===== config.mk =====
export PLATFORM = sky130hd
export DESIGN_NAME = battery_voltage_gauge_unit_flat
export DESIGN_NICKNAME = d
export VERILOG_FILES = /design/src/design/bvg_pkg.sv /design/src/design/bvg_if.sv /design/src/design/bvg_ram.sv /design/src/design/battery_voltage_gauge_unit.sv /design/src/flat_wrapper.sv
export VERILOG_INCLUDE_DIRS = /design/src /design/src/design
export SDC_FILE = /design/constraint.sdc
export NUM_CORES = 1
export LEC_CHECK = 0
export ABC_CLOCK_PERIOD_IN_PS = 10600
export BUFFER_PORTS_ARGS = -buffer_cell sky130_fd_sc_hd__buf_2
export CORE_ASPECT_RATIO = 0.8
export CORE_MARGIN = 10
export CORE_UTILIZATION = 45
export CTS_CLUSTER_SIZE = 8
export DETAILED_ROUTE_END_ITERATION = 10
export PLACE_DENSITY = 0.57
export SYNTH_ARGS = -nofsm -noshare
export SYNTH_HDL_FRONTEND = slang
export SYNTH_SLANG_ARGS = --single-unit

===== constraint.sdc =====
create_clock -name clk_i -period 10.6 [get_ports clk_i]
set_input_delay 1.59 -clock clk_i [delete_from_list [all_inputs] [get_ports clk_i]]
set_output_delay 1.59 -clock clk_i [all_outputs]
set_load 0.005 [all_outputs]

===== src/design/battery_voltage_gauge_unit_defines.svh =====
// Assertion macros shared by the battery voltage gauge RTL.
`ifndef BATTERY_VOLTAGE_GAUGE_UNIT_DEFINES_SVH
`define BATTERY_VOLTAGE_GAUGE_UNIT_DEFINES_SVH
`ifndef SYNTHESIS
`define BVG_ASSERT_IMP(name, ante, cons) \
  name: assert property (@(posedge clk_i) disable iff (!rst_ni) (ante) |-> (cons)) \
    else $error("same-cycle check failed");
`define BVG_ASSERT_NXT(name, ante, cons) \
  name: assert property (@(posedge clk_i) disable iff (!rst_ni) (ante) |=> (cons)) \
    else $error("next-cycle check failed");
`else
`define BVG_ASSERT_IMP(name, ante, cons)
`define BVG_ASSERT_NXT(name, ante, cons)
`endif
`endif


===== src/design/bvg_pkg.sv =====
// Package with widths, constants, types and helpers of the battery voltage gauge.
package bvg_pkg;

  localparam int MvW       = 12;
  localparam int PctW      = 7;
  localparam int StW       = 2;
  localparam int CapNumW   = MvW + PctW;
  localparam int ApbDataW  = 32;
  localparam int PaddrW    = 3;
  localparam int RegIdxLsb = 2;

  localparam logic [MvW-1:0] ChgLoMv    = 12'd3500;
  localparam logic [MvW-1:0] ChgHiMv    = 12'd4020;
  localparam logic [MvW-1:0] ChgDropMid = 12'd200;
  localparam logic [MvW-1:0] ChgDropHi  = 12'd100;
  localparam logic [MvW-1:0] DisRiseMv  = 12'd100;
  localparam logic [MvW-1:0] TopMv      = 12'd4044;
  localparam logic [MvW-1:0] FullMvRst  = 12'd4050;
  localparam logic [MvW-1:0] EmptyMvRst = 12'd3350;

  localparam logic [PctW-1:0] PctFull = 7'd100;
  localparam logic [PctW-1:0] PctTop  = 7'd99;
  localparam logic [PctW-1:0] PctLow  = 7'd1;

  typedef enum logic [StW-1:0] {
    CS_DISCHG = 2'd0,
    CS_CHG    = 2'd1,
    CS_FULL   = 2'd2
  } chg_state_e;

  typedef enum logic {
    REG_FULL_MV  = 1'b0,
    REG_EMPTY_MV = 1'b1
  } reg_idx_e;

  // Numerator of the capacity division: the voltage clamped into the
  // empty..full window, offset by empty and scaled to percent.
  function automatic logic [CapNumW-1:0] cap_num(input logic [MvW-1:0] v,
                                                 input logic [MvW-1:0] full,
                                                 input logic [MvW-1:0] empty);
    logic [MvW-1:0] vc;
    vc = v;
    if (vc >= full) vc = full;
    if (vc <= empty) vc = empty;
    return CapNumW'(vc - empty) * CapNumW'(PctFull);
  endfunction

endpackage


===== src/design/bvg_if.sv =====
// Handshake channel interfaces for measurement items and report items.
interface bvg_meas_if;
  import bvg_pkg::*;

  logic           valid;
  logic           ready;
  logic [MvW-1:0] raw_mv;
  logic           adc_error;
  logic           charger_present;
  logic           charge_full;

  modport source (output valid, output raw_mv, output adc_error,
                  output charger_present, output charge_full, input ready);
  modport sink   (input valid, input raw_mv, input adc_error,
                  input charger_present, input charge_full, output ready);
endinterface

interface bvg_rpt_if;
  import bvg_pkg::*;

  logic            valid;
  logic            ready;
  logic [MvW-1:0]  voltage_mv;
  logic [PctW-1:0] capacity_pct;
  logic [StW-1:0]  charge_state;

  modport source (output valid, output voltage_mv, output capacity_pct,
                  output charge_state, input ready);
  modport sink   (input valid, input voltage_mv, input capacity_pct,
                  input charge_state, output ready);
endinterface


===== src/design/bvg_ram.sv =====
// Generic single-port-write, single-port-read RAM with a registered read.
module bvg_ram #(
  parameter int Width = 12,
  parameter int Depth = 15,
  localparam int AddrW = $clog2(Depth)
) (
  input  logic             clk_i,
  input  logic             we_i,
  input  logic [AddrW-1:0] waddr_i,
  input  logic [Width-1:0] wdata_i,
  input  logic [AddrW-1:0] raddr_i,
  output logic [Width-1:0] rdata_o
);

  logic [Width-1:0] mem_q [Depth];

  always_ff @(posedge clk_i) begin
    if (we_i) begin
      mem_q[waddr_i] <= wdata_i;
    end
    rdata_o <= mem_q[raddr_i];
  end

endmodule


===== src/design/battery_voltage_gauge_unit.sv =====
// Top level of the battery voltage gauge: sample ring, averaging, blend and capacity.
//
//   Channel   Direction  Handshake        Carries
//   meas_i    in         valid / ready    raw_mv, adc_error, charger_present, charge_full
//   rpt_o     out        valid / ready    voltage_mv, capacity_pct, charge_state
//   APB       in         psel / penable   full_mv (0x0), empty_mv (0x4)
//
// An accepted item is walked over the sample ring (one memory read per cycle) and then
// takes up to four passes of the shared radix-4 divider, each a load step followed by its
// iterations; at most the capacity pass is made when the ring average is not used (count zero).
// Reset clears the sample ring at once through per-entry valid bits; no clearing pass.
// One item is in work at a time; a finished report waits in the output register while
// the next item is accepted and processed, and only its final write-back stalls on rpt_o.
module battery_voltage_gauge_unit #(
  parameter int RING_DEPTH   = 15,
  parameter int WARMUP_COUNT = 8
) (
  input  logic                           clk_i,
  input  logic                           rst_ni,
  bvg_meas_if.sink                       meas_i,
  bvg_rpt_if.source                      rpt_o,
  input  logic                           psel,
  input  logic                           penable,
  input  logic                           pwrite,
  input  logic [bvg_pkg::PaddrW-1:0]     paddr,
  input  logic [bvg_pkg::ApbDataW-1:0]   pwdata,
  output logic [bvg_pkg::ApbDataW-1:0]   prdata,
  output logic                           pready
);
  import bvg_pkg::*;

  `include "battery_voltage_gauge_unit_defines.svh"

  // Ring addressing and accumulator widths follow from the ring depth.
  localparam int AW       = $clog2(RING_DEPTH);
  localparam int CntW     = $clog2(RING_DEPTH + 1);
  localparam int WarmW    = $clog2(WARMUP_COUNT + 1);
  localparam int CmpW     = (CntW > WarmW) ? CntW : WarmW;
  localparam int SumW     = MvW + CntW;
  localparam int DivW     = (SumW > CapNumW) ? SumW : CapNumW;
  localparam int DivPadW  = DivW + (DivW % 2);
  localparam int DvsW     = (MvW > CntW) ? MvW : CntW;
  localparam int DivSteps = DivPadW / 2;
  localparam int StepW    = $clog2(DivSteps);

  typedef enum logic [7:0] {
    ST_IDLE = 8'b0000_0001,
    ST_SCAN = 8'b0000_0010,
    ST_PREP = 8'b0000_0100,
    ST_CAP  = 8'b0000_1000,
    ST_AVG  = 8'b0001_0000,
    ST_BLD  = 8'b0010_0000,
    ST_BCAP = 8'b0100_0000,
    ST_FIN  = 8'b1000_0000
  } state_e;

  state_e state_q, state_d;

  // Configuration registers.
  logic [MvW-1:0] full_q, empty_q;
  logic           cfg_we;
  logic           span_zero;

  // Latched measurement item.
  logic [MvW-1:0] raw_q;
  logic           err_q, chg_q, cfull_q;

  // Ring walk.
  logic [CntW-1:0]       scan_idx_q;
  logic                  scan_rd;
  logic [AW-1:0]         ram_raddr;
  logic [MvW-1:0]        ram_rdata;
  logic                  rd_pend_q, rd_vld_q;
  logic [SumW-1:0]       sum_q;
  logic [CntW-1:0]       cnt_q;
  logic [RING_DEPTH-1:0] valid_q;
  logic [AW-1:0]         slot_q;
  logic                  warm_q;
  logic [CmpW-1:0]       cnt_ext;

  // Per-item working values.
  logic [MvW:0]    corr_b;
  logic [MvW-1:0]  batt_d, batt_q;
  logic            low_d, low_q;
  logic            cnt_zero_q;
  logic [PctW-1:0] cap_q, bcap_q;
  logic [MvW-1:0]  avg_q, blend_q;
  logic [SumW-1:0] blend_num;

  // Shared divider.
  logic               div_run_q;
  logic [DivPadW-1:0] div_quo_q, div_quo_nx, div_num;
  logic [DvsW-1:0]    div_rem_q, div_rem_nx, div_dvs_q, div_den, div_r;
  logic [DvsW:0]      div_trial;
  logic [StepW-1:0]   div_step_q;
  logic               div_state, div_skip, div_launch, div_done;

  // Reported values double as the output register.
  logic [MvW-1:0]  rep_v_q, rep_v_d;
  logic [PctW-1:0] rep_cap_q, rep_cap_d;
  chg_state_e      rep_st_q, rep_st_d;
  logic [MvW-1:0]  ring_wdata;
  logic            out_valid_q;
  logic            fin_go;
  logic            in_acc;

  // ---------------------------------------------------------------------------
  // Configuration port. Writes complete in the access phase; reads are free.
  // ---------------------------------------------------------------------------
  assign pready = 1'b1;
  assign cfg_we = psel && penable && pwrite;

  always_comb begin
    prdata = '0;
    unique case (reg_idx_e'(paddr[RegIdxLsb]))
      REG_FULL_MV:  prdata = ApbDataW'(full_q);
      REG_EMPTY_MV: prdata = ApbDataW'(empty_q);
      default:      prdata = '0;
    endcase
  end

  always_ff @(posedge clk_i or negedge rst_ni) begin
    if (!rst_ni) begin
      full_q  <= FullMvRst;
      empty_q <= EmptyMvRst;
    end else if (cfg_we) begin
      unique case (reg_idx_e'(paddr[RegIdxLsb]))
        REG_FULL_MV:  full_q  <= pwdata[MvW-1:0];
        REG_EMPTY_MV: empty_q <= pwdata[MvW-1:0];
        default: ;
      endcase
    end
  end

  // With no span between empty and full, both computed capacities read as zero and the
  // capacity divisions are skipped.
  assign span_zero = (full_q <= empty_q);

  // ---------------------------------------------------------------------------
  // Handshakes.
  // ---------------------------------------------------------------------------
  assign meas_i.ready       = (state_q == ST_IDLE);
  assign in_acc             = meas_i.valid && meas_i.ready;
  assign fin_go             = (state_q == ST_FIN) && (!out_valid_q || rpt_o.ready);
  assign rpt_o.valid        = out_valid_q;
  assign rpt_o.voltage_mv   = rep_v_q;
  assign rpt_o.capacity_pct = rep_cap_q;
  assign rpt_o.charge_state = rep_st_q;

  always_ff @(posedge clk_i) begin
    if (in_acc) begin
      raw_q   <= meas_i.raw_mv;
      err_q   <= meas_i.adc_error;
      chg_q   <= meas_i.charger_present;
      cfull_q <= meas_i.charge_full;
    end
  end

  // ---------------------------------------------------------------------------
  // Sequencer.
  // ---------------------------------------------------------------------------
  always_comb begin
    state_d = state_q;
    unique case (state_q)
      ST_IDLE: if (in_acc) state_d = ST_SCAN;
      ST_SCAN: if (scan_idx_q == CntW'(RING_DEPTH)) state_d = ST_PREP;
      ST_PREP: state_d = ST_CAP;
      ST_CAP:  if (div_done || div_skip) state_d = cnt_zero_q ? ST_FIN : ST_AVG;
      ST_AVG:  if (div_done) state_d = ST_BLD;
      ST_BLD:  if (div_done) state_d = ST_BCAP;
      ST_BCAP: if (div_done || div_skip) state_d = ST_FIN;
      ST_FIN:  if (fin_go) state_d = ST_IDLE;
      default: state_d = ST_IDLE;
    endcase
  end

  always_ff @(posedge clk_i or negedge rst_ni) begin
    if (!rst_ni) begin
      state_q <= ST_IDLE;
    end else begin
      state_q <= state_d;
    end
  end

  // ---------------------------------------------------------------------------
  // Ring walk: one memory read per cycle, accumulated in the cycle after. Entries
  // whose valid bit is clear, or that hold zero, are not counted.
  // ---------------------------------------------------------------------------
  assign scan_rd   = (state_q == ST_SCAN) && (scan_idx_q != CntW'(RING_DEPTH));
  assign ram_raddr = scan_rd ? scan_idx_q[AW-1:0] : '0;

  bvg_ram #(
    .Width (MvW),
    .Depth (RING_DEPTH)
  ) u_ring (
    .clk_i   (clk_i),
    .we_i    (fin_go),
    .waddr_i (slot_q),
    .wdata_i (ring_wdata),
    .raddr_i (ram_raddr),
    .rdata_o (ram_rdata)
  );

  always_ff @(posedge clk_i or negedge rst_ni) begin
    if (!rst_ni) begin
      scan_idx_q <= '0;
      rd_pend_q  <= 1'b0;
      rd_vld_q   <= 1'b0;
    end else begin
      rd_pend_q <= scan_rd;
      rd_vld_q  <= valid_q[ram_raddr];
      if (in_acc) begin
        scan_idx_q <= '0;
      end else if (scan_rd) begin
        scan_idx_q <= scan_idx_q + 1'b1;
      end
    end
  end

  always_ff @(posedge clk_i) begin
    if (in_acc) begin
      sum_q <= '0;
      cnt_q <= '0;
    end else if ((state_q == ST_SCAN) && rd_pend_q && rd_vld_q && (ram_rdata != '0)) begin
      sum_q <= sum_q + SumW'(ram_rdata);
      cnt_q <= cnt_q + 1'b1;
    end
  end

  // Valid bits, write slot and warm-up flag. The ring is emptied once, the
  // first time the walk finds exactly the warm-up count of nonzero entries.
  assign cnt_ext = CmpW'(cnt_q);

  always_ff @(posedge clk_i or negedge rst_ni) begin
    if (!rst_ni) begin
      valid_q <= '0;
      slot_q  <= '0;
      warm_q  <= 1'b0;
    end else begin
      if ((state_q == ST_PREP) && !warm_q && (cnt_ext == CmpW'(WARMUP_COUNT))) begin
        valid_q <= '0;
        warm_q  <= 1'b1;
      end else if (fin_go) begin
        valid_q[slot_q] <= 1'b1;
        slot_q <= (slot_q == AW'(RING_DEPTH - 1)) ? '0 : slot_q + 1'b1;
      end
    end
  end

  // ---------------------------------------------------------------------------
  // Charger correction and clamp of the raw reading.
  // ---------------------------------------------------------------------------
  always_comb begin
    corr_b = {1'b0, raw_q};
    low_d  = 1'b0;
    batt_d = '0;
    if (chg_q) begin
      if ((raw_q > ChgLoMv) && (raw_q <= ChgHiMv)) begin
        corr_b = {1'b0, raw_q - ChgDropMid};
      end else if (raw_q > ChgHiMv) begin
        corr_b = {1'b0, raw_q - ChgDropHi};
      end
    end else begin
      corr_b = {1'b0, raw_q} + {1'b0, DisRiseMv};
    end
    if (chg_q && (corr_b <= {1'b0, empty_q})) begin
      low_d  = 1'b1;
      batt_d = empty_q;
    end else if (corr_b >= {1'b0, full_q}) begin
      batt_d = full_q;
    end else if (corr_b <= {1'b0, empty_q}) begin
      batt_d = empty_q;
    end else begin
      batt_d = corr_b[MvW-1:0];
    end
    // A failed conversion reports zero volts with no correction at all.
    if (err_q) begin
      batt_d = '0;
      low_d  = 1'b0;
    end
  end

  always_ff @(posedge clk_i) begin
    if (state_q == ST_PREP) begin
      batt_q     <= batt_d;
      low_q      <= low_d;
      // Before warm-up completes, a count up to the warm-up figure means no average.
      cnt_zero_q <= (cnt_q == '0) || (!warm_q && (cnt_ext <= CmpW'(WARMUP_COUNT)));
    end
  end

  // ---------------------------------------------------------------------------
  // Shared radix-4 restoring divider. Each division is a load step followed by
  // DivSteps iterations; the quotient is caught on the last iteration.
  // ---------------------------------------------------------------------------
  assign blend_num = SumW'(batt_q) + SumW'(avg_q) * SumW'(RING_DEPTH - 1);

  always_comb begin
    div_num = '0;
    div_den = '0;
    unique case (state_q)
      ST_CAP: begin
        div_num = DivPadW'(cap_num(batt_q, full_q, empty_q));
        div_den = DvsW'(full_q - empty_q);
      end
      ST_AVG: begin
        div_num = DivPadW'(sum_q);
        div_den = DvsW'(cnt_q);
      end
      ST_BLD: begin
        div_num = DivPadW'(blend_num);
        div_den = DvsW'(RING_DEPTH);
      end
      ST_BCAP: begin
        div_num = DivPadW'(cap_num(blend_q, full_q, empty_q));
        div_den = DvsW'(full_q - empty_q);
      end
      default: begin
        div_num = '0;
        div_den = '0;
      end
    endcase
  end

  assign div_state  = (state_q == ST_CAP) || (state_q == ST_AVG) ||
                      (state_q == ST_BLD) || (state_q == ST_BCAP);
  assign div_skip   = span_zero && ((state_q == ST_CAP) || (state_q == ST_BCAP));
  assign div_launch = div_state && !div_run_q && !div_skip;
  assign div_done   = div_run_q && (div_step_q == StepW'(DivSteps - 1));

  always_comb begin
    div_r      = div_rem_q;
    div_quo_nx = div_quo_q;
    div_trial  = '0;
    for (int k = 0; k < 2; k++) begin
      div_trial  = {div_r, div_quo_nx[DivPadW-1]};
      div_quo_nx = {div_quo_nx[DivPadW-2:0], 1'b0};
      if (div_trial >= {1'b0, div_dvs_q}) begin
        div_trial     = div_trial - {1'b0, div_dvs_q};
        div_quo_nx[0] = 1'b1;
      end
      div_r = div_trial[DvsW-1:0];
    end
    div_rem_nx = div_r;
  end

  always_ff @(posedge clk_i or negedge rst_ni) begin
    if (!rst_ni) begin
      div_run_q <= 1'b0;
    end else if (div_launch) begin
      div_run_q <= 1'b1;
    end else if (div_done) begin
      div_run_q <= 1'b0;
    end
  end

  always_ff @(posedge clk_i) begin
    if (div_launch) begin
      div_quo_q  <= div_num;
      div_rem_q  <= '0;
      div_dvs_q  <= div_den;
      div_step_q <= '0;
    end else if (div_run_q) begin
      div_quo_q  <= div_quo_nx;
      div_rem_q  <= div_rem_nx;
      div_step_q <= div_step_q + 1'b1;
    end
  end

  always_ff @(posedge clk_i) begin
    if (state_q == ST_CAP) begin
      if (div_skip) begin
        cap_q <= '0;
      end else if (div_done) begin
        cap_q <= div_quo_nx[PctW-1:0];
      end
    end
    if ((state_q == ST_AVG) && div_done) begin
      avg_q <= div_quo_nx[MvW-1:0];
    end
    if ((state_q == ST_BLD) && div_done) begin
      blend_q <= div_quo_nx[MvW-1:0];
    end
    if (state_q == ST_BCAP) begin
      if (div_skip) begin
        bcap_q <= '0;
      end else if (div_done) begin
        bcap_q <= div_quo_nx[PctW-1:0];
      end
    end
  end

  // ---------------------------------------------------------------------------
  // Final decision: reported voltage, capacity and state, and the ring entry.
  // Blend values are only used when the average counted.
  // ---------------------------------------------------------------------------
  always_comb begin
    rep_v_d    = rep_v_q;
    rep_cap_d  = rep_cap_q;
    rep_st_d   = rep_st_q;
    ring_wdata = batt_q;
    if (!chg_q) begin
      if (cnt_zero_q) begin
        rep_v_d   = batt_q;
        rep_cap_d = cap_q;
      end else begin
        // With an average counted, discharging never lets the reported capacity climb.
        if (bcap_q <= rep_cap_q) begin
          rep_v_d   = blend_q;
          rep_cap_d = bcap_q;
        end
        if (blend_q > full_q) rep_v_d = full_q;
      end
      rep_st_d = CS_DISCHG;
    end else if (low_q) begin
      rep_cap_d  = PctLow;
      rep_v_d    = empty_q;
      rep_st_d   = CS_CHG;
      ring_wdata = ChgLoMv;
    end else if (cfull_q) begin
      rep_cap_d  = PctFull;
      rep_v_d    = full_q;
      rep_st_d   = CS_FULL;
      ring_wdata = full_q;
    end else if (cap_q == PctFull) begin
      // Charging at the top but not yet complete holds just below full.
      rep_cap_d  = PctTop;
      rep_v_d    = TopMv;
      rep_st_d   = CS_CHG;
      ring_wdata = TopMv;
    end else if (cnt_zero_q) begin
      rep_v_d   = batt_q;
      rep_cap_d = cap_q;
      rep_st_d  = CS_CHG;
    end else begin
      // Charging is confirmed only while capacity does not fall.
      rep_st_d  = (bcap_q >= rep_cap_q) ? CS_CHG : CS_DISCHG;
      rep_v_d   = (blend_q > full_q) ? full_q : blend_q;
      rep_cap_d = bcap_q;
    end
  end

  always_ff @(posedge clk_i or negedge rst_ni) begin
    if (!rst_ni) begin
      rep_v_q     <= FullMvRst;
      rep_cap_q   <= PctFull;
      rep_st_q    <= CS_DISCHG;
      out_valid_q <= 1'b0;
    end else begin
      if (fin_go) begin
        rep_v_q     <= rep_v_d;
        rep_cap_q   <= rep_cap_d;
        rep_st_q    <= rep_st_d;
        out_valid_q <= 1'b1;
      end else if (rpt_o.ready) begin
        out_valid_q <= 1'b0;
      end
    end
  end

  // ---------------------------------------------------------------------------
  // Checks.
  // ---------------------------------------------------------------------------
  `BVG_ASSERT_NXT(a_accept_starts_walk, meas_i.valid && meas_i.ready, state_q == ST_SCAN)
  `BVG_ASSERT_IMP(a_walk_in_range, state_q == ST_SCAN, scan_idx_q <= CntW'(RING_DEPTH))
  `BVG_ASSERT_IMP(a_divisor_nonzero, div_run_q, div_dvs_q != '0)
  `BVG_ASSERT_IMP(a_capacity_in_range, out_valid_q, rep_cap_q <= PctFull)

endmodule

===== src/flat_wrapper.sv =====
// flat-port wrapper written by rule: the top's interface ports become plain ports
module battery_voltage_gauge_unit_flat import bvg_pkg::*;
#(
  parameter int RING_DEPTH   = 15,
  parameter int WARMUP_COUNT = 8
)
  (clk_i, rst_ni, psel, penable, pwrite, paddr, pwdata, prdata, pready, meas_i_valid, meas_i_raw_mv, meas_i_adc_error, meas_i_charger_present, meas_i_charge_full, meas_i_ready, rpt_o_valid, rpt_o_voltage_mv, rpt_o_capacity_pct, rpt_o_charge_state, rpt_o_ready);
  bvg_meas_if meas_i_i ();
  bvg_rpt_if rpt_o_i ();
  input  logic clk_i;
  input  logic rst_ni;
  input  logic psel;
  input  logic penable;
  input  logic pwrite;
  input  logic [bvg_pkg::PaddrW-1:0] paddr;
  input  logic [bvg_pkg::ApbDataW-1:0] pwdata;
  output logic [bvg_pkg::ApbDataW-1:0] prdata;
  output logic pready;
  input wire logic [$bits(meas_i_i.valid)-1:0] meas_i_valid;
  input wire logic [$bits(meas_i_i.raw_mv)-1:0] meas_i_raw_mv;
  input wire logic [$bits(meas_i_i.adc_error)-1:0] meas_i_adc_error;
  input wire logic [$bits(meas_i_i.charger_present)-1:0] meas_i_charger_present;
  input wire logic [$bits(meas_i_i.charge_full)-1:0] meas_i_charge_full;
  output wire logic [$bits(meas_i_i.ready)-1:0] meas_i_ready;
  output wire logic [$bits(rpt_o_i.valid)-1:0] rpt_o_valid;
  output wire logic [$bits(rpt_o_i.voltage_mv)-1:0] rpt_o_voltage_mv;
  output wire logic [$bits(rpt_o_i.capacity_pct)-1:0] rpt_o_capacity_pct;
  output wire logic [$bits(rpt_o_i.charge_state)-1:0] rpt_o_charge_state;
  input wire logic [$bits(rpt_o_i.ready)-1:0] rpt_o_ready;
  assign meas_i_i.valid = meas_i_valid;
  assign meas_i_i.raw_mv = meas_i_raw_mv;
  assign meas_i_i.adc_error = meas_i_adc_error;
  assign meas_i_i.charger_present = meas_i_charger_present;
  assign meas_i_i.charge_full = meas_i_charge_full;
  assign meas_i_ready = meas_i_i.ready;
  assign rpt_o_valid = rpt_o_i.valid;
  assign rpt_o_voltage_mv = rpt_o_i.voltage_mv;
  assign rpt_o_capacity_pct = rpt_o_i.capacity_pct;
  assign rpt_o_charge_state = rpt_o_i.charge_state;
  assign rpt_o_i.ready = rpt_o_ready;
  battery_voltage_gauge_unit #(.RING_DEPTH(RING_DEPTH), .WARMUP_COUNT(WARMUP_COUNT)) u_core (.clk_i(clk_i), .rst_ni(rst_ni), .meas_i(meas_i_i), .rpt_o(rpt_o_i), .psel(psel), .penable(penable), .pwrite(pwrite), .paddr(paddr), .pwdata(pwdata), .prdata(prdata), .pready(pready));
endmodule

# Word-level counts from Yosys, hierarchy flattened
# Memories as Yosys holds them, arrays and structs flattened. A register that Yosys moved wholly into a read port is not among the register bits.
# Index checks and enable logic that the tools add are counted.
# Widths: inputs -> output; s select.
[word_totals] regBits=216 ramBits=180 word_cells=218 n_memories=1
[classes] add_sub_neg=14 n_mul=3 order_cmp=19 eq_ne=21 n_mux=76 bitwise=3 reduce_logical=50
[memory_table] memory="u_core.u_ring.mem_q" depth=15 width=12 read_ports=1 rd_ports_with_merged_regs=1 write_ports=1 line="bvg_ram.sv:15" source="logic [Width-1:0] mem_q [Depth];"
[ops] cell="$mux 12" n=27
[ops] cell="$pmux 19 s4" n=1
[ops] cell="$mux 8" n=8
[ops] cell="$pmux 32 s2" n=1
[ops] cell="$pmux 8 s8" n=1
[ops] cell="$mux 7" n=8
[ops] cell="$mux 20" n=2
[ops] cell="$ge 13x12->1" n=3
[ops] cell="$mul 19x5->17 const B" n=2
[ops] cell="$le 12x12->1" n=3
[ops] cell="$pmux 12 s3" n=1
[ops] cell="$sub 12x12->12" n=3
[ops] cell="$mux 15" n=2
[ops] cell="$mux 13" n=2
[ops] cell="$sub 12x12->13" n=2
[ops] cell="$ge 12x12->1" n=2
[ops] cell="$gt 12x12->1 const B" n=2
[ops] cell="$logic_and 1x1->1" n=20
[ops] cell="$add 12x16->16" n=1
[ops] cell="$add 16x12->16" n=1
[ops] cell="$add 4x1->4 const B" n=4
[ops] cell="$eq 4x4->1 const B" n=4
[ops] cell="$mux 4" n=4
[ops] cell="$mul 12x3->15 const B" n=1
[ops] cell="other kinds (39)" n=81

# Longest topological paths before layout
# Gate-level depths: netlist of run 1.
[depth] word_depth=10 mapped_depth=46 depth_no_buf=44

# Cells and area by module
# A second synthesis of run 1 with hierarchy kept.
[unflattened] hier_cells=2556 area_unflattened_um2=26999.6
[by_module_without_submodules] module="battery_voltage_gauge_unit" n_inst=1 cells_per_inst=2202 area_each_um2=19784.0 seq_area_each_um2=5753.0
[by_module_without_submodules] module="bvg_ram" n_inst=1 cells_per_inst=354 area_each_um2=7215.7 seq_area_each_um2=5645.4

# Least setup slack after synthesis of run 1
# No wires, ideal clock.
[synth_path] path_kind="register -> register" startpoint="register u_core.full_q[9]" endpoint="register u_core.div_quo_q[18] (data pin)" setup_time_ns=0.268 t_arrival_ns=8.490 required_time_ns=10.332 path_slack_ns=1.842 stages_incl_launch_ff=42 n_path_buf=2 path_cell_list="dfstp_2 -> inv_1 -> ha_1 -> or4_1 -> a211oi_1 -> nor3_1 -> a211oi_2 -> buf_4 -> mux2i_1 -> ha_1 -> a21o_1 -> a21o_1 -> a21oi_1 -> nor2_1 -> a2111oi_0 -> nor2_1 -> clkbuf_1 -> mux2_2 -> [... 6 more ...] -> a211oi_1 -> o21bai_1 -> a21o_1 -> xor2_1 -> ha_1 -> ha_1 -> inv_1 -> fa_1 -> inv_1 -> ha_1 -> nand2_1 -> o21ai_0 -> a211o_1 -> a21oi_1 -> xnor2_1 -> xnor2_1 -> o31a_1 -> o31ai_1"
[synth_between] elab_chain_len=10
[synth_lines] element="start, declared" line="battery_voltage_gauge_unit.sv:60" source="logic [MvW-1:0] full_q, empty_q;"
[synth_lines] element="start signal, assigned" line="battery_voltage_gauge_unit.sv:124" source="full_q <= FullMvRst;"
[synth_lines] element="start signal, assigned" line="battery_voltage_gauge_unit.sv:128" source="REG_FULL_MV: full_q <= pwdata[MvW-1:0];"
[synth_lines] element="$ge 12x12->1" line="bvg_pkg.sv:43" source="if (vc >= full) vc = full;"
[synth_lines] element="$mux 12" line="bvg_pkg.sv:43"
[synth_lines] element="$mux 12" line="battery_voltage_gauge_unit.sv:301" source="unique case (state_q)"
[synth_lines] element="$le 12x12->1" line="bvg_pkg.sv:44" source="if (vc <= empty) vc = empty;"
[synth_lines] element="$mux 12" line="bvg_pkg.sv:44"
[synth_lines] element="$mux 12" line="battery_voltage_gauge_unit.sv:301"
[synth_lines] element="$sub 12x12->13" line="bvg_pkg.sv:45" source="return CapNumW'(vc - empty) * CapNumW'(PctFull);"
[synth_lines] element="$mul 19x5->17" line="bvg_pkg.sv:45"
[synth_lines] element="$pmux 19 s4" line="battery_voltage_gauge_unit.sv:301"
[synth_lines] element="$mux 20 *" line="battery_voltage_gauge_unit.sv:358" source="if (div_launch) begin"
[synth_lines] element="end signal, assigned" line="battery_voltage_gauge_unit.sv:359" source="div_quo_q <= div_num;"
[synth_lines] element="end signal, assigned" line="battery_voltage_gauge_unit.sv:364" source="div_quo_q <= div_quo_nx;"
[synth_lines] element="end, declared" line="battery_voltage_gauge_unit.sv:92" source="logic [DivPadW-1:0] div_quo_q, div_quo_nx, div_num;"
# Mark *: on every way between the ends. The rest lies on a longest branch, timed or not. The select of a mux whose other input is x is not followed.
# A chain may end at the register's enable or synchronous reset.

# Final worst setup path of run 1
[layout_path] startpoint="register u_core.batt_q[0]" endpoint="register u_core.div_quo_q[18] (data pin)"
[layout_between] elab_chain_len=10
[layout_lines] element="start, declared" line="battery_voltage_gauge_unit.sv:83" source="logic [MvW-1:0] batt_d, batt_q;"
[layout_lines] element="start signal, assigned" line="battery_voltage_gauge_unit.sv:285" source="batt_q <= batt_d;"
[layout_lines] element="$ge 12x12->1" line="bvg_pkg.sv:43"
[layout_lines] element="$mux 12 *" line="bvg_pkg.sv:43"
[layout_lines] element="$mux 12 *" line="battery_voltage_gauge_unit.sv:301"
[layout_lines] element="$le 12x12->1" line="bvg_pkg.sv:44"
[layout_lines] element="$mux 12 *" line="bvg_pkg.sv:44"
[layout_lines] element="$mux 12 *" line="battery_voltage_gauge_unit.sv:301"
[layout_lines] element="$sub 12x12->13 *" line="bvg_pkg.sv:45"
[layout_lines] element="$mul 19x5->17 *" line="bvg_pkg.sv:45"
[layout_lines] element="$pmux 19 s4 *" line="battery_voltage_gauge_unit.sv:301"
[layout_lines] element="$mux 20 *" line="battery_voltage_gauge_unit.sv:358"
# Marks and branches as above.

==> summary.json, run 1 <==
{
  "outcome": {"value": "finished clean"},
  "ys.flop_type": {"value": "sky130_fd_sc_hd__edfxtp_1"},
  "gp_congestion": {"value": 0.9343},
  "synth_common_cells": {"value": "279 x sky130_fd_sc_hd__edfxtp_1, 259 x sky130_fd_sc_hd__ha_1, 204 x sky130_fd_sc_hd__inv_1"},
  "layout-drive-gt1-share": {"value": 0.1293},
  "finalCritPeriodShare": {"value": 0.9436},
  "ys_top_cells_by_area": {"value": "sky130_fd_sc_hd__edfxtp_1 30%, sky130_fd_sc_hd__ha_1 12%, sky130_fd_sc_hd__dfrtp_1 5.0%"},
  "avgSynthCellArea": {"value": 10.25, "unit": "um^2"},
  "worst_reg2reg_setup_slack": {"value": 600, "unit": "ps"},
  "critical_path_peak_fanout": {"value": 14},
  "crit-reg2reg-capture": {"value": "u_core.div_quo_q[18]"},
  "fp.coreArea": {"value": 60060, "unit": "um^2"},
  "seqCellArea": {"value": 11400, "unit": "um^2"},
  "yosysTopAreaCell": {"value": "sky130_fd_sc_hd__edfxtp_1"},
  "cts-root-to-sink-buffers": {"value": 3},
  "finish.instance_area": {"value": 30430, "unit": "um^2"},
  "synth.top_cell.area_share": {"value": 0.3049},
  "finalHoldWorstSlack": {"value": 467.2, "unit": "ps"},
  "timing.clock.skew": {"value": 70.79, "unit": "ps"},
  "root_buffer": {"value": "sky130_fd_sc_hd__clkbuf_16"},
  "clk-insertion-delay-late": {"value": 650, "unit": "ps"},
  "first_global_vias": {"value": 20770},
  "placed_cell_area": {"value": 28720, "unit": "um^2"},
  "clk_transition_reported_paths": {"value": 60, "unit": "ps"},
  "worstHoldPathCells": {"value": 2},
  "r2r_start": {"value": "u_core.batt_q[0]"},
  "setup.worst_path.start_class": {"value": "register"},
  "tritoncts": {"value": "built"},
  "report.final.setup_viol": {"value": 0},
  "min_clock_period_post_route": {"value": 10000, "unit": "ps"},
  "area_growth": {"value": 10.76, "unit": "%"},
  "die_x": {"value": 296.3, "unit": "um"},
  "groute.usage.overall": {"value": 0.2326},
  "worst-endpoint-arrival": {"value": 10320, "unit": "ps"},
  "multi_input_comb_area": {"value": 14810, "unit": "um^2"},
  "cts-hold-fix-buffers": {"value": 0},
  "crit_path_max_incr_delay": {"value": 590, "unit": "ps"},
  "finalNetCount": {"value": 3118},
  "wirelength": {"value": 83.41, "unit": "mm"},
  "synth.yosys.seq_area_share": {"value": 0.4149},
  "number_of_enable_flip_flop_cells_after_synthesis": {"value": 279},
  "globalRouteOverflowTotal": {"value": 0},
  "worstMarginPinSlew": {"value": 1259, "unit": "ps"},
  "fill_cells": {"value": 5450},
  "setup.worst_path.class": {"value": "register to register"},
  "timing.reg2reg.worst_path_depth": {"value": 43},
  "maxSlewHeadroom": {"value": 0.1605},
  "placementRows": {"value": 80},
  "ys_ff_latch": {"value": 408},
  "ant_nets": {"value": 0},
  "max-cap-violations": {"value": 0},
  "holdPathEnd": {"value": "u_core.rpt_o.voltage_mv[6]"},
  "post_synth_instance_area": {"value": 27480, "unit": "um^2"},
  "number_of_antenna_violations_at_the_first_check_in_global_routing": {"value": 1},
  "cts.repair_timing.setup_buffer_count": {"value": 0},
  "clock_sinks": {"value": 408},
  "num_io_pins": {"value": 113},
  "tritoncts.num_buffers": {"value": 57},
  "postSynth.asyncResetShare": {"value": 0.1985},
  "min-delay-path-class": {"value": "register to register"},
  "detailedPlacementHpwl": {"value": 61.21, "unit": "mm"},
  "clock_tree.htree_level_count": {"value": 2},
  "start_util": {"value": 0.4575},
  "die-height": {"value": 241.0, "unit": "um"},
  "yosys.cell_count.top_type": {"value": "sky130_fd_sc_hd__edfxtp_1"},
  "synthDistinctLibCells": {"value": 101},
  "synthesis.instances": {"value": 2681},
  "detailedRoute.firstPassIterationCount": {"value": 5},
  "avgViaCountPerCell": {"value": 5.919},
  "synthesis.yosys.warnings": {"value": 0},
  "port_buffers": {"value": 69},
  "timing.critical_path.to_type": {"value": "register"},
  "average_wire_per_standard_cell": {"value": 23.25, "unit": "um"},
  "grt_max_degree": {"value": 76},
  "design.die.area": {"value": 71400, "unit": "um^2"},
  "grt_pass1_wl": {"value": 127.5, "unit": "mm"},
  "vias": {"value": 21240},
  "cp_slowest_cell": {"value": "sky130_fd_sc_hd__a2111oi_0"},
  "hold_viol_final": {"value": 0},
  "critical_path_required": {"value": 10920, "unit": "ps"},
  "max_clock_freq": {"value": 99.98, "unit": "MHz"},
  "worst_hold_startpoint": {"value": "u_core.rpt_o.voltage_mv[6]"},
  "crit_top_cell": {"value": "sky130_fd_sc_hd__ha_1"},
  "detailedRoute.firstIterationViolations": {"value": 2198},
  "report.final.slew_viol_count": {"value": 0},
  "route.detailed.drc": {"value": 0}
}
[through the flow]
step | setup TNS (ps) | utilization | std cells | worst slack, ps
floorplan | 0 | - | 2700 | 1842
global placement | 0 | 0.4783 | 3479 | 600.2
detailed placement | 0 | 0.4783 | 3479 | 458.3
CTS | 0 | 0.5065 | 3587 | 387.7
global route | -60.55 | 0.5066 | 3587 | -60.55
finish | 0 | 0.5067 | 3588 | 597.7
[cells by family (layout without fill, tap and decap cells)]
group | count (synthesis) | count (layout) | synth area share
flip-flops | 408 | 408 | 0.4149
other | 2 | 22 | 0.0002733
adder cells (fa/ha/maj) | 303 | 303 | 0.1496
AO/OA/AOI/OAI | 689 | 689 | 0.1639
multiplexers | 148 | 148 | 0.06212
buffers and inverters | 330 | 438 | 0.05005
XOR/XNOR | 119 | 119 | 0.03844
AND/OR/NAND/NOR | 682 | 682 | 0.1207
[metal layers]
layer  up-vias  global-route usage  share of wire
met2       765              0.3426           0.42
met1     10420              0.3530           0.48
li1       9949                   -              -
met3       100             0.03866          0.080
met4         0             0.04571          0.015
met5         -                   0              0
[how the worst max path moves through the flow]
stage	depth (start not counted)	slack, ps	from	endpoint
finish	43	600	u_core.batt_q[0]	u_core.div_quo_q[18]
global route	44	-60	u_core.batt_q[0]	u_core.div_quo_q[18]
CTS	41	390	u_core.batt_q[0]	u_core.div_quo_q[18]
detailed placement	41	460	u_core.batt_q[0]	u_core.div_quo_q[18]
global placement	41	600	u_core.batt_q[0]	u_core.div_quo_q[18]
floorplan	41	1840	u_core.full_q[9]	u_core.div_quo_q[18]
[cell type report]
type / instances / area share
Antenna cell: 1 / 0.00008223
Clock buffer: 104 / 0.05267
Clock inverter: 4 / 0.003125
Inverter: 205 / 0.02529
Multi-Input combinational cell: 1962 / 0.4868
Sequential cell: 408 / 0.3748
Tap cell: 779 / 0.03203
Timing Repair Buffer: 125 / 0.02525
[registers in the layout, indices dropped and copies added, names as in the netlist, 7 cells and up]
name and count:
u_core.u_ring.rdata_o 12, u_core.sum_q 16, u_core.bcap_q 7, u_core.u_ring.mem_q 180, u_core.cap_q 7, u_core.state_q 8, u_core.div_dvs_q 12, u_core.avg_q 12
u_core.valid_q 15, u_core.full_q 12, u_core.empty_q 12, u_core.rpt_o.capacity_pct 7, u_core.div_quo_q 20, u_core.batt_q 12, u_core.raw_q 12, u_core.div_rem_q 12
u_core.rpt_o.voltage_mv 12, u_core.blend_q 12
[worst max-delay path: cells and delay by family (launching register included)]
kind	cells	cell delay (ps)
AOI/OAI and AO/OA	21	4230
adders and majority gates	7	2270
and+or+nand+nor	6	820
muxes	2	640
xor gates and xnor gates	3	630
DFF	1	580
buffers and inverters	4	500
[repair_timing]
action | CTS | global route
gates resized for setup | 0 | 2
hold endpoints to repair | 0 | 0
endpoints found under the setup margin | 0 | 2
[placed cells by master, fill, tap and decap left out, types with 23 or more instances in the layout]
cell type,instances
sky130_fd_sc_hd__mux2_2,90
sky130_fd_sc_hd__a211oi_1,28
sky130_fd_sc_hd__mux2i_1,49
sky130_fd_sc_hd__nor3_1,31
sky130_fd_sc_hd__fa_1,43
sky130_fd_sc_hd__a21oi_1,177
sky130_fd_sc_hd__o21ai_0,164
sky130_fd_sc_hd__o22ai_1,23
sky130_fd_sc_hd__nand3_1,47
sky130_fd_sc_hd__dfstp_2,26
sky130_fd_sc_hd__ha_1,259
sky130_fd_sc_hd__o21a_1,29
sky130_fd_sc_hd__xor2_1,33
sky130_fd_sc_hd__clkbuf_1,47
sky130_fd_sc_hd__nand2_1,198
sky130_fd_sc_hd__nor2_1,190
sky130_fd_sc_hd__a21o_1,54
sky130_fd_sc_hd__clkbuf_16,57
sky130_fd_sc_hd__edfxtp_1,279
sky130_fd_sc_hd__xnor2_1,85
sky130_fd_sc_hd__dfrtp_1,52
sky130_fd_sc_hd__nand4_1,28
sky130_fd_sc_hd__nor2b_1,54
sky130_fd_sc_hd__buf_2,68
sky130_fd_sc_hd__a31oi_1,26
sky130_fd_sc_hd__dfxtp_1,48
sky130_fd_sc_hd__buf_4,57
sky130_fd_sc_hd__inv_1,204
Power of run 1 is not shown: default switching activity piles up to over one toggle a cycle in this logic, so the estimate is an artifact.
==> run 2: changes to the inputs <==
- CORE_MARGIN: 10 -> 8
==> run 2 against run 1 <==
  * Wire length shrank 1.7%
  * Largest cell class unchanged
  * Critical path type unchanged
  * Clock skew shrank 4.3 ps
  * Design area grew 0.11%
==> summary.json, run 2 (synthesized netlist as in run 1, its figures left out) <==
{
  "clk-insertion-delay-late": {"value": 640, "unit": "ps", "change": "was 650 ps"},
  "detail_route.wirelength.met1": {"value": 39.46, "unit": "mm", "change": "was 40.11 mm"},
  "grt_max_degree": {"value": 59, "change": "was 76"},
  "first_global_vias": {"value": 20470, "change": "was 20770"},
  "detailedPlacementHpwl": {"value": 59.79, "unit": "mm", "change": "was 61.21 mm"},
  "report.final.slew_viol_count": {"value": 0, "change": "unchanged"},
  "die-height": {"value": 237.0, "unit": "um", "change": "was 241.0 um"},
  "tritoncts.num_buffers": {"value": 57, "change": "unchanged"},
  "report.final.setup_viol": {"value": 0, "change": "unchanged"},
  "worstMarginPinSlew": {"value": 1236, "unit": "ps", "change": "was 1259 ps"},
  "max-cap-violations": {"value": 0, "change": "unchanged"},
  "cts-root-to-sink-buffers": {"value": 3, "change": "unchanged"},
  "fill_cells": {"value": 5539, "change": "was 5450"},
  "num_io_pins": {"value": 113, "change": "unchanged"},
  "globalRouteOverflowTotal": {"value": 0, "change": "unchanged"},
  "setup.worst_path.start_class": {"value": "register", "change": "unchanged"},
  "grt_pass1_wl": {"value": 124.8, "unit": "mm", "change": "was 127.5 mm"},
  "min-delay-path-class": {"value": "register to register", "change": "unchanged"},
  "crit_path_max_incr_delay": {"value": 680, "unit": "ps", "change": "was 590 ps"},
  "reg_with_most_ffs": {"value": "u_core.u_ring.mem_q", "change": "unchanged"},
  "reg.largest.list": {"value": "u_core.u_ring.mem_q (180), u_core.div_quo_q (20), u_core.sum_q (16)", "change": "unchanged"},
  "detailedRoute.firstIterationViolations": {"value": 2131, "change": "was 2198"},
  "worst-endpoint-arrival": {"value": 10370, "unit": "ps", "change": "was 10320 ps"},
  "fp.coreArea": {"value": 60710, "unit": "um^2", "change": "was 60060 um^2"},
  "n_antenna_cell": {"value": 0, "change": "was 1"},
  "die_x": {"value": 292.3, "unit": "um", "change": "was 296.3 um"},
  "avgViaCountPerCell": {"value": 5.940, "change": "was 5.919"},
  "detailedRoute.firstPassIterationCount": {"value": 6, "change": "was 5"},
  "max_clock_freq": {"value": 100.3, "unit": "MHz", "change": "was 99.98 MHz"},
  "layout_commonest_cell": {"value": "sky130_fd_sc_hd__edfxtp_1", "change": "unchanged"},
  "route.detailed.drc": {"value": 0, "change": "unchanged"},
  "clock_sinks": {"value": 408, "change": "unchanged"},
  "largest_register_ff_count": {"value": 180, "change": "unchanged"},
  "design.die.area": {"value": 69270, "unit": "um^2", "change": "was 71400 um^2"},
  "cp_slowest_cell": {"value": "sky130_fd_sc_hd__dfstp_2", "change": "was sky130_fd_sc_hd__a2111oi_0"},
  "setup.worst_path.class": {"value": "register to register", "change": "unchanged"},
  "placementRows": {"value": 81, "change": "was 80"},
  "finalCritPeriodShare": {"value": 0.9410, "change": "was 0.9436"},
  "most-common-layout-cells": {"value": "279 x sky130_fd_sc_hd__edfxtp_1, 259 x sky130_fd_sc_hd__ha_1, 203 x sky130_fd_sc_hd__inv_1", "change": "was 279 x sky130_fd_sc_hd__edfxtp_1, 259 x sky130_fd_sc_hd__ha_1, 204 x sky130_fd_sc_hd__inv_1"},
  "groute.usage.overall": {"value": 0.2304, "change": "was 0.2326"},
  "average_wire_per_standard_cell": {"value": 22.79, "unit": "um", "change": "was 23.25 um"},
  "hold_viol_final": {"value": 0, "change": "unchanged"},
  "vias": {"value": 21360, "change": "was 21240"},
  "timing.critical_path.to_type": {"value": "register", "change": "unchanged"},
  "highest_layer": {"value": "met4", "change": "unchanged"},
  "critical_path_required": {"value": 11000, "unit": "ps", "change": "was 10920 ps"},
  "clock_tree.htree_level_count": {"value": 2, "change": "unchanged"},
  "maxSlewHeadroom": {"value": 0.1762, "change": "was 0.1605"},
  "port_buffers": {"value": 69, "change": "unchanged"},
  "clk_transition_reported_paths": {"value": 50, "unit": "ps", "change": "was 60 ps"},
  "critical_path_peak_fanout": {"value": 23, "change": "was 14"},
  "wirelength": {"value": 81.97, "unit": "mm", "change": "was 83.41 mm"},
  "setup_repair_after_global_routing_missed_its_margin": {"value": "false"},
  "min_clock_period_post_route": {"value": 9975, "unit": "ps", "change": "was 10000 ps"},
  "root_buffer": {"value": "sky130_fd_sc_hd__clkbuf_16", "change": "unchanged"},
  "routed-wl-met3": {"value": 6.312, "unit": "mm", "change": "was 6.659 mm"},
  "finalNetCount": {"value": 3119, "change": "was 3118"},
  "number_of_antenna_violations_at_the_first_check_in_global_routing": {"value": 0, "change": "was 1"},
  "met2_wirelength": {"value": 34.46, "unit": "mm", "change": "was 35.41 mm"},
  "layout-drive-gt1-share": {"value": 0.1293, "change": "unchanged"},
  "area_growth": {"value": 10.87, "unit": "%", "change": "was 10.76%"},
  "gp_congestion": {"value": 0.9518, "change": "was 0.9343"},
  "timing.clock.skew": {"value": 66.49, "unit": "ps", "change": "was 70.79 ps"},
  "tritoncts": {"value": "built", "change": "unchanged"},
  "setup_tns_final": {"value": 0, "unit": "ps", "change": "unchanged"},
  "outcome": {"value": "finished clean", "change": "unchanged"},
  "ant_nets": {"value": 0, "change": "unchanged"},
  "start_util": {"value": 0.4526, "change": "was 0.4575"},
  "crit_top_cell": {"value": "sky130_fd_sc_hd__ha_1", "change": "unchanged"}
}
[run 2: through the flow]
stage / hold WS [ps] / setup slack (ps) / utilization / instances / area [um^2]
after floorplan: 444.9 / 1842 / - / 2700 / 27550
after global placement: 459.5 / 738.5 / 0.4732 / 3487 / 28730
after detailed placement: 450.5 / 589.9 / 0.4732 / 3487 / 28730
after CTS: 467.7 / 506.9 / 0.5014 / 3594 / 30440
after global routing: 491.0 / 18.35 / 0.5018 / 3596 / 30460
final: 469.5 / 624.9 / 0.5018 / 3596 / 30460
[run 2: area by class of cell]
| type | instances | area, um^2 | share of cell area |
|---|---|---|---|
| Tap cell | 788 | 985.9 | 0.03237 |
| Multi-Input combinational cell | 1962 | 14810 | 0.4863 |
| Sequential cell | 408 | 11400 | 0.3743 |
| Inverter | 205 | 769.5 | 0.02526 |
| Timing Repair Buffer | 126 | 775.7 | 0.02547 |
| Clock inverter | 4 | 95.09 | 0.003122 |
| Clock buffer | 103 | 1619 | 0.05315 |
[run 2: critical path: cells and delay by family (launching register included)]
family                   cells  cell delay [ps]
AO/OA/AOI/OAI               19             3580
adder cells (fa/ha/maj)      7             2330
AND/OR/NAND/NOR              6             1160
multiplexers                 2              850
buffers and inverters        6              700
flip-flops                   1              680
XOR/XNOR                     2              430
[run 2: worst paths after layout]
check	from	cells after the start	to	slack (ps)
max	u_core.full_q[1]	42	u_core.div_quo_q[18]	620
min	u_core.rpt_o.voltage_mv[6]	2	u_core.rpt_o.voltage_mv[6]	470
min in group asynchronous	rst_ni	1	u_core.valid_q[2]	890
max reg2reg	u_core.full_q[1]	42	u_core.div_quo_q[18]	620
min reg2reg	u_core.rpt_o.voltage_mv[6]	2	u_core.rpt_o.voltage_mv[6]	470
max in group asynchronous	rst_ni	2	u_core.empty_q[3]	8630
[run 2: timing repair]
item	CTS	global route
hold buffers	0	0
endpoints found under the setup margin	0	3
resized for setup	0	2
setup buffers	0	2
[run 2: layer usage]
metal  up-vias  global-route usage
met1     10500              0.3492
met3       120             0.03809
li1       9924                   -
met2       816              0.3394
met4         0             0.05446
met5         -                   0
Power of run 2 is left out for the same reason.
